`config.mk`:
```
export PLATFORM = sky130hd
export DESIGN_NAME = sorted_range_set_merge_top
export DESIGN_NICKNAME = d
export VERILOG_FILES = /design/src/hw/rtl/srsm_pkg.sv /design/src/hw/rtl/srsm_ram.sv /design/src/hw/rtl/srsm_cmp_unit.sv /design/src/hw/rtl/sorted_range_set_merge_top.sv
export SDC_FILE = /design/constraint.sdc
export NUM_CORES = 2
export LEC_CHECK = 0
export ABC_AREA = 1
export BUFFER_PORTS_ARGS = -buffer_cell sky130_fd_sc_hd__buf_4
export CAP_MARGIN = 20
export CORE_MARGIN = 2
export CORE_UTILIZATION = 50
export DETAILED_ROUTE_END_ITERATION = 10
export GPL_ROUTABILITY_DRIVEN = 0
export PLACE_DENSITY = 0.66
export SLEW_MARGIN = 25
export SYNTH_ARGS = -nofsm -noshare
export SYNTH_HDL_FRONTEND = slang
export SYNTH_SLANG_ARGS = --single-unit
```
`constraint.sdc`:
```
create_clock -name i_clk -period 10.6 [get_ports i_clk]
set_input_delay 1.06 -clock i_clk [delete_from_list [all_inputs] [get_ports i_clk]]
set_output_delay 1.06 -clock i_clk [all_outputs]
set_load 0.05 [all_outputs]
```
`src/hw/rtl/srsm_pkg.sv`:
```
// Shared constants and types for the sorted range set merge block.
package srsm_pkg;

    localparam int MAX_RANGES_DEF = 16;
    localparam int ADDR_W         = 32;
    localparam int END_W          = ADDR_W + 1;
    localparam int ENTRY_W        = 2 * ADDR_W;

    localparam logic OP_INSERT = 1'b0;
    localparam logic OP_QUERY  = 1'b1;

    // Compare results of one stored entry against the working bounds.
    typedef struct packed {
        logic [END_W-1:0]  e_end;       // entry start + size, no wrap
        logic [ADDR_W-1:0] span;        // (hi - lo) mod 2^32
        logic              end_lt_lo;
        logic              start_gt_hi;
        logic              start_lt_hi;
        logic              end_gt_hi;
        logic              start_lt_lo;
        logic              lo_lt_end;
    } t_cmp_res;

endpackage

```
`src/hw/rtl/srsm_ram.sv`:
```
// Generic single write port, single read port RAM with registered read.
module srsm_ram #(
    parameter int WIDTH = 64,
    parameter int DEPTH = 16,
    parameter int AW    = (DEPTH > 1) ? $clog2(DEPTH) : 1
) (
    input  logic             i_clk,
    input  logic             i_we,
    input  logic [AW-1:0]    i_waddr,
    input  logic [WIDTH-1:0] i_wdata,
    input  logic [AW-1:0]    i_raddr,
    output logic [WIDTH-1:0] o_rdata
);

    logic [WIDTH-1:0] r_mem [DEPTH];
    logic [WIDTH-1:0] r_rdata;

    always_ff @(posedge i_clk) begin
        if (i_we) begin
            r_mem[i_waddr] <= i_wdata;
        end
        r_rdata <= r_mem[i_raddr];
    end

    assign o_rdata = r_rdata;

endmodule

```
`src/hw/rtl/srsm_cmp_unit.sv`:
```
// Shared compare unit: one stored entry against the working lo/hi bounds.
module srsm_cmp_unit (
    input  logic [srsm_pkg::ADDR_W-1:0] i_start,
    input  logic [srsm_pkg::ADDR_W-1:0] i_size,
    input  logic [srsm_pkg::END_W-1:0]  i_lo,
    input  logic [srsm_pkg::END_W-1:0]  i_hi,
    output srsm_pkg::t_cmp_res          o_res
);
    import srsm_pkg::*;

    logic [END_W-1:0] w_start;
    logic [END_W-1:0] w_end;
    logic [END_W-1:0] w_span;

    assign w_start = {1'b0, i_start};
    assign w_end   = w_start + {1'b0, i_size};
    assign w_span  = i_hi - i_lo;

    always_comb begin
        o_res.e_end       = w_end;
        o_res.span        = w_span[ADDR_W-1:0];
        o_res.end_lt_lo   = (w_end < i_lo);
        o_res.start_gt_hi = (w_start > i_hi);
        o_res.start_lt_hi = (w_start < i_hi);
        o_res.end_gt_hi   = (w_end > i_hi);
        o_res.start_lt_lo = (w_start < i_lo);
        o_res.lo_lt_end   = (i_lo < w_end);
    end

endmodule

```
`src/hw/rtl/sorted_range_set_merge_top.sv`:
```
// Top level of the sorted range set merge block: sequencer, config and storage.
//
// Keeps up to MAX_RANGES disjoint byte ranges sorted by start in a single
// RAM (one write port, one registered read port). Each transaction on the
// input channel is an insert (op 0) or an overlap query (op 1) and yields
// exactly one result transaction carrying overlap, overflow and the count of
// stored ranges after the item. The input side is not ready while an item is
// in work; a finished result waits in an output register, so the next item
// is accepted while the previous result is still pending. A result that finds
// that register still occupied holds the sequencer in its last state until the
// register frees. Timing is set by the one RAM read port and its registered
// read: each entry visited is read and then evaluated. A query with
// full_extent set reports overlap without reading; otherwise a query stops at
// the first stored entry that overlaps or starts at or after its end, or runs
// past the last one. An insert shifts the entries above its slot up one place
// before it writes the new range, or is dropped with overflow when the set is
// full; a merge absorbs every further entry that starts at or before hi and
// moves the following entries down to close the gap. No clearing pass is
// needed after reset: only entries below the count are ever used. full_extent
// is written through i_cfg_wr_en / i_cfg_wr_data; the user must write it only
// while idle, the block itself does not enforce this.
module sorted_range_set_merge_top #(
    parameter int MAX_RANGES = srsm_pkg::MAX_RANGES_DEF,
    parameter int CNT_W      = $clog2(MAX_RANGES + 1)
) (
    input  logic                        i_clk,
    input  logic                        i_rst_n,
    // configuration
    input  logic                        i_cfg_wr_en,
    input  logic                        i_cfg_wr_data,
    // input channel
    input  logic                        i_in_valid,
    output logic                        o_in_ready,
    input  logic                        i_op,
    input  logic [srsm_pkg::ADDR_W-1:0] i_start_req,
    input  logic [srsm_pkg::ADDR_W-1:0] i_length,
    // result channel
    output logic                        o_out_valid,
    input  logic                        i_out_ready,
    output logic                        o_overlap,
    output logic                        o_overflow,
    output logic [CNT_W-1:0]            o_range_count
);
    import srsm_pkg::*;

    localparam int IDX_W = (MAX_RANGES > 1) ? $clog2(MAX_RANGES) : 1;

    typedef enum logic [3:0] {
        S_IDLE,
        S_SCAN_RD,
        S_SCAN_EV,
        S_INS_RD,
        S_INS_WR,
        S_INS_PUT,
        S_MRG_RD,
        S_MRG_EV,
        S_MRG_WR,
        S_CMP_RD,
        S_CMP_WR,
        S_Q_RD,
        S_Q_EV,
        S_DONE
    } t_state;

    t_state            r_state, n_state;
    logic              r_full_extent;
    logic [CNT_W-1:0]  r_cnt, n_cnt;
    logic [CNT_W-1:0]  r_i, n_i;        // scan / target index
    logic [CNT_W-1:0]  r_j, n_j;        // merge lookahead index
    logic [CNT_W-1:0]  r_k, n_k;        // shift index
    logic [CNT_W-1:0]  r_rm, n_rm;      // entries absorbed by a merge
    logic [ADDR_W-1:0] r_s, n_s;
    logic [ADDR_W-1:0] r_len, n_len;
    logic [END_W-1:0]  r_lo, n_lo;
    logic [END_W-1:0]  r_hi, n_hi;
    logic              r_res_ov, n_res_ov;
    logic              r_res_of, n_res_of;
    logic              r_out_valid, n_out_valid;
    logic              r_overlap, n_overlap;
    logic              r_overflow, n_overflow;
    logic [CNT_W-1:0]  r_out_cnt, n_out_cnt;

    // storage port
    logic               w_we;
    logic [IDX_W-1:0]   w_waddr;
    logic [ENTRY_W-1:0] w_wdata;
    logic [IDX_W-1:0]   w_raddr;
    logic [ENTRY_W-1:0] w_rdata;
    t_cmp_res           w_cmp;

    logic               w_accept;
    logic [CNT_W-1:0]   w_k_dec;
    logic [CNT_W:0]     w_src;     // compaction source index, k + removed
    logic               w_full;

    srsm_ram #(
        .WIDTH (ENTRY_W),
        .DEPTH (MAX_RANGES),
        .AW    (IDX_W)
    ) u_ram (
        .i_clk   (i_clk),
        .i_we    (w_we),
        .i_waddr (w_waddr),
        .i_wdata (w_wdata),
        .i_raddr (w_raddr),
        .o_rdata (w_rdata)
    );

    srsm_cmp_unit u_cmp (
        .i_start (w_rdata[ENTRY_W-1:ADDR_W]),
        .i_size  (w_rdata[ADDR_W-1:0]),
        .i_lo    (r_lo),
        .i_hi    (r_hi),
        .o_res   (w_cmp)
    );

    assign o_in_ready = (r_state == S_IDLE);
    assign w_accept   = i_in_valid && o_in_ready;
    assign w_k_dec    = r_k - CNT_W'(1);
    assign w_src      = {1'b0, r_k} + {1'b0, r_rm};
    assign w_full     = (r_cnt == CNT_W'(MAX_RANGES));

    always_comb begin
        n_state     = r_state;
        n_cnt       = r_cnt;
        n_i         = r_i;
        n_j         = r_j;
        n_k         = r_k;
        n_rm        = r_rm;
        n_s         = r_s;
        n_len       = r_len;
        n_lo        = r_lo;
        n_hi        = r_hi;
        n_res_ov    = r_res_ov;
        n_res_of    = r_res_of;
        n_out_valid = r_out_valid;
        n_overlap   = r_overlap;
        n_overflow  = r_overflow;
        n_out_cnt   = r_out_cnt;
        w_we        = 1'b0;
        w_waddr     = '0;
        w_wdata     = w_rdata;
        w_raddr     = '0;

        if (r_out_valid && i_out_ready) begin
            n_out_valid = 1'b0;
        end

        case (r_state)
            S_IDLE: begin
                if (w_accept) begin
                    n_s      = i_start_req;
                    n_len    = i_length;
                    n_lo     = {1'b0, i_start_req};
                    n_hi     = {1'b0, i_start_req} + {1'b0, i_length};
                    n_i      = '0;
                    n_res_ov = 1'b0;
                    n_res_of = 1'b0;
                    if (i_op == OP_QUERY) begin
                        if (r_full_extent) begin
                            n_res_ov = 1'b1;
                            n_state  = S_DONE;
                        end else begin
                            n_state = S_Q_RD;
                        end
                    end else begin
                        n_state = S_SCAN_RD;
                    end
                end
            end

            // walk past entries that end before the new range
            S_SCAN_RD: begin
                w_raddr = r_i[IDX_W-1:0];
                if (r_i >= r_cnt) begin
                    if (w_full) begin
                        n_res_of = 1'b1;
                        n_state  = S_DONE;
                    end else begin
                        n_k     = r_cnt;
                        n_state = (r_cnt == r_i) ? S_INS_PUT : S_INS_RD;
                    end
                end else begin
                    n_state = S_SCAN_EV;
                end
            end

            S_SCAN_EV: begin
                if (w_cmp.end_lt_lo) begin
                    n_i     = r_i + CNT_W'(1);
                    n_state = S_SCAN_RD;
                end else if (w_cmp.start_gt_hi) begin
                    if (w_full) begin
                        n_res_of = 1'b1;
                        n_state  = S_DONE;
                    end else begin
                        n_k     = r_cnt;
                        n_state = S_INS_RD;
                    end
                end else begin
                    if (w_cmp.start_lt_lo) begin
                        n_lo = {1'b0, w_rdata[ENTRY_W-1:ADDR_W]};
                    end
                    if (w_cmp.end_gt_hi) begin
                        n_hi = w_cmp.e_end;
                    end
                    n_j     = r_i + CNT_W'(1);
                    n_state = S_MRG_RD;
                end
            end

            // open a slot at r_i by moving entries up one place
            S_INS_RD: begin
                w_raddr = w_k_dec[IDX_W-1:0];
                n_state = S_INS_WR;
            end

            S_INS_WR: begin
                w_we    = 1'b1;
                w_waddr = r_k[IDX_W-1:0];
                w_wdata = w_rdata;
                n_k     = w_k_dec;
                n_state = (w_k_dec == r_i) ? S_INS_PUT : S_INS_RD;
            end

            S_INS_PUT: begin
                w_we    = 1'b1;
                w_waddr = r_i[IDX_W-1:0];
                w_wdata = {r_s, r_len};
                n_cnt   = r_cnt + CNT_W'(1);
                n_state = S_DONE;
            end

            // absorb following entries that start at or before hi
            S_MRG_RD: begin
                w_raddr = r_j[IDX_W-1:0];
                n_state = (r_j >= r_cnt) ? S_MRG_WR : S_MRG_EV;
            end

            S_MRG_EV: begin
                if (!w_cmp.start_gt_hi) begin
                    if (w_cmp.end_gt_hi) begin
                        n_hi = w_cmp.e_end;
                    end
                    n_j     = r_j + CNT_W'(1);
                    n_state = S_MRG_RD;
                end else begin
                    n_state = S_MRG_WR;
                end
            end

            S_MRG_WR: begin
                w_we    = 1'b1;
                w_waddr = r_i[IDX_W-1:0];
                w_wdata = {r_lo[ADDR_W-1:0], w_cmp.span};
                n_k     = r_i + CNT_W'(1);
                n_rm    = r_j - r_i - CNT_W'(1);
                n_state = S_CMP_RD;
            end

            // close the gap left by absorbed entries
            S_CMP_RD: begin
                w_raddr = w_src[IDX_W-1:0];
                if (w_src < {1'b0, r_cnt}) begin
                    n_state = S_CMP_WR;
                end else begin
                    n_cnt   = r_cnt - r_rm;
                    n_state = S_DONE;
                end
            end

            S_CMP_WR: begin
                w_we    = 1'b1;
                w_waddr = r_k[IDX_W-1:0];
                w_wdata = w_rdata;
                n_k     = r_k + CNT_W'(1);
                n_state = S_CMP_RD;
            end

            // query: lo = start, hi = start + length
            S_Q_RD: begin
                w_raddr = r_i[IDX_W-1:0];
                n_state = (r_i >= r_cnt) ? S_DONE : S_Q_EV;
            end

            S_Q_EV: begin
                if (w_cmp.start_lt_hi && w_cmp.lo_lt_end) begin
                    n_res_ov = 1'b1;
                    n_state  = S_DONE;
                end else if (!w_cmp.start_lt_hi) begin
                    n_state = S_DONE;
                end else begin
                    n_i     = r_i + CNT_W'(1);
                    n_state = S_Q_RD;
                end
            end

            S_DONE: begin
                if (!r_out_valid || i_out_ready) begin
                    n_out_valid = 1'b1;
                    n_overlap   = r_res_ov;
                    n_overflow  = r_res_of;
                    n_out_cnt   = r_cnt;
                    n_state     = S_IDLE;
                end
            end

            default: begin
                n_state = S_IDLE;
            end
        endcase
    end

    always_ff @(posedge i_clk) begin
        if (!i_rst_n) begin
            r_state       <= S_IDLE;
            r_cnt         <= '0;
            r_out_valid   <= 1'b0;
            r_full_extent <= 1'b0;
        end else begin
            r_state     <= n_state;
            r_cnt       <= n_cnt;
            r_out_valid <= n_out_valid;
            if (i_cfg_wr_en) begin
                r_full_extent <= i_cfg_wr_data;
            end
        end
        r_i        <= n_i;
        r_j        <= n_j;
        r_k        <= n_k;
        r_rm       <= n_rm;
        r_s        <= n_s;
        r_len      <= n_len;
        r_lo       <= n_lo;
        r_hi       <= n_hi;
        r_res_ov   <= n_res_ov;
        r_res_of   <= n_res_of;
        r_overlap  <= n_overlap;
        r_overflow <= n_overflow;
        r_out_cnt  <= n_out_cnt;
    end

    assign o_out_valid   = r_out_valid;
    assign o_overlap     = r_overlap;
    assign o_overflow    = r_overflow;
    assign o_range_count = r_out_cnt;

endmodule
```
==> reports/metrics.yaml <==
status:
  outcome: "completed"
global_route:
  grt_overflow: 0
  antenna_found_initial: 5
  grt_pass1_vias: 39330
  grt_pass1_wl_um: 253100
  grt_usage_pct: 28.17
  grt_max_degree: 160
logic_synthesis:
  synth.distinct_cells: 53
  synth_top_cell_area_share_pct: 60.49
  syn_nets: 5441
  synth-warning-count: 0
  async_flop_share_pct: 0
  synth_area_sq_um: 58680
  synth-seq-area-share_pct: 63.04
  synth_area_leader_cell: "edfxtp_1"
  synth_area_leaders: "edfxtp_1, o211ai_1, ha_1"
  ys_ff_latch: 1257
  synthFlopType: "edfxtp_1"
  postSynthCellCount: 5110
  synth_edf_count: 1182
  synth.avg_cell_area_sq_um: 11.48
timing:
  hold_viol_final: 0
  fin_crit_ns: 5.150
  tns_ns: 0
  worst_pin_slew_ns: 1.067
  rsz0062_at_grt: "false"
  finalSetupViolCount: 0
  max_freq_mhz: 194.2
  fin_crit_sh_pct: 48.58
  finalClockSkew_ns: 0.03772
  slew_headroom_pct: 28.84
  maxSlewViolCount: 0
floorplanning:
  die_area_sq_um: 120100
  initial_core_util_pct: 50.43
  core_sq_um: 116400
  rows: 125
  io_pins: 80
  die_w_um: 346.6
  dieHeight_um: 346.6
layout:
  design_area_sq_um: 65440
  most-common-layout-cells: "edfxtp_1, nand2_1, o211ai_1"
  fillers: 9537
  syn_to_final_growth_pct: 11.51
  drive_gt1_share_pct: 8.434
  final_cell_count_no_fill: 6813
  layout_commonest_cell: "edfxtp_1"
  nets: 5509
hold_path:
  whs_path_depth: 0
  min-delay-start: "r_res_of"
  hold_end: "o_overflow"
  hold_path_class: "register to register"
routing:
  vias: 41863
  drt-pass1-iter-count: 6
  first_iter_violations: 5676
  drt-wirelength-per-cell_um: 25.10
  viasPerCell: 6.145
  ant_nets: 0
  finalWirelength_um: 171000
  post-route-drc-count: 0
critical_path:
  crit_fanout: 5
  end_kind: "register"
  crit_path_cell_trace: "ha_1, nand3_1, nand3_1, a21oi_1, o21ai_0, a21boi_0, o21ai_0, a21oi_1, xnor2_1, ha_1, nand2_1, inv_1, nand4_1, nor3b_1, nand2_1, inv_1, nand3_1, nand4_1, o21ai_0, nor3_1"
  rrSetupSlack_ns: 5.45
  worstSetupPathType: "register to register"
  worstSetupStartpointType: "register"
  cp_slowest_cell: "nor3_1"
  cp.arrival_ns: 5.53
  r2r_cells: 20
  crit_required_ns: 10.98
  slowest_delay_ns: 0.58
  crit-reg2reg-launch: "u_ram.o_rdata[34]"
  rr_endpoint: "r_k[2]"
power:
  powerDensity_nw_per_um2: 359.9
  p_leak_nw: 23.20
  ir_drop_mv: 0.1702
clock_network:
  cts_tree: "done"
  clk_pin_slew_ns: 0.06
  cts_setup_buffers: 0
  root_buffer: "clkbuf_16"
  holdBufCountCts: 0
  cts_sinks: 1257
  htree_levels: 4
  clk_latency_ns: 0.76
  numCtsBuffers: 131
  clock_path_buffers: 3
  cts-resized-gates: 0
placement:
  place_area_sq_um: 61090
  hpwl_um: 107300
  placedCellCount: 6556
  numPortBuffers: 79
run:
  maxCapViolations: 0
## worst max-delay path, delay by kind of cell, from the launching register on
kind	cells	cell delay, ns
adder cells (fa/ha/maj)	2	0.69
XOR/XNOR	1	0.20
buffers and inverters	2	0.12
AO/OA/AOI/OAI	6	1.66
AND/OR/NAND/NOR	9	1.76
flip-flops	1	0.36
## sequential cells by signal (all words and copies together), names as in the netlist, 32 cells and up
name	cells
r_len	32
u_ram.r_mem	1024
u_ram.o_rdata	64
r_lo	32
r_hi	33
r_s	32
## layer usage
metal	GRT usage, %	wire, um	vias to the layer above
met4	9.299	5467	2
li1	-	-	18871
met1	41.02	71500	20371
met3	5.114	18430	325
met5	0	13	-
met2	42.78	75620	2294
## synth_stat cells (15+ instances only)
master and n:
o21ai_0 341, buf_4 16, or2_1 116, buf_2 77, or2_2 27, xor2_1 47
edfxtp_1 1182, o21ai_1 57, inv_1 267, o22ai_1 30, or2_0 117, a21oi_1 201
dfxtp_1 75, ha_1 254, a21o_1 21, o21bai_1 15, o211ai_1 531, nand2_1 732
xnor2_1 30, nor2_1 442, nand3_1 214, nor3_1 27, a31oi_1 15, nand4_1 33
clkbuf_1 136
## where the power goes
part,total (mW),switching (mW),internal [mW]
sequential,7.96,0.472,7.49
clock,4.48,1.95,2.54
combinational,11.1,7.87,3.24
## through the flow
step                      setup WS (ns)  power (mW)  utilization (%)  hold WS [ns]
after floorplan                   4.222       14.99                -        0.4003
after global placement            5.474       18.50            52.37        0.4595
after detailed placement          5.338       18.73            52.50        0.4579
after CTS                         5.352       23.23            56.13        0.4532
after global routing              5.058       24.89            56.23        0.4761
final                             5.450       23.55            56.23        0.4903
## layout make-up
cell class,instances,area (sq um),area share (%)
multi-input cells,3330,19770,30.22
flip-flops and latches,1257,37000,56.54
clock inverters,66,590.6,0.9025
well taps,1524,1907,2.914
repair buffers,177,1454,2.222
clock buffers,177,3636,5.557
inverters,281,1076,1.644
diodes,1,2.502,0.003824
## kinds of logic after synthesis
group	Yosys count	synth area share, %
and+or+nand+nor	1738	13.06
adders and majority gates	260	5.620
AOI/OAI and AO/OA	1255	13.48
buffers and inverters	523	3.655
xor gates and xnor gates	77	1.149
DFF	1257	63.04
## how the worst max path moves through the flow
stage | from | to | slack, ns | cells after the start
2_1_floorplan | r_state[0] | u_ram.r_mem[0][0] | 4.22 | 8
3_3_place_gp | u_ram.o_rdata[34] | r_lo[25] | 5.47 | 20
3_5_place_dp | u_ram.o_rdata[34] | r_lo[21] | 5.34 | 20
4_1_cts | u_ram.o_rdata[34] | r_lo[30] | 5.35 | 20
5_1_grt | u_ram.o_rdata[34] | r_k[2] | 5.06 | 20
6_report | u_ram.o_rdata[34] | r_k[2] | 5.45 | 20
(Power assumes the default switching activity.)
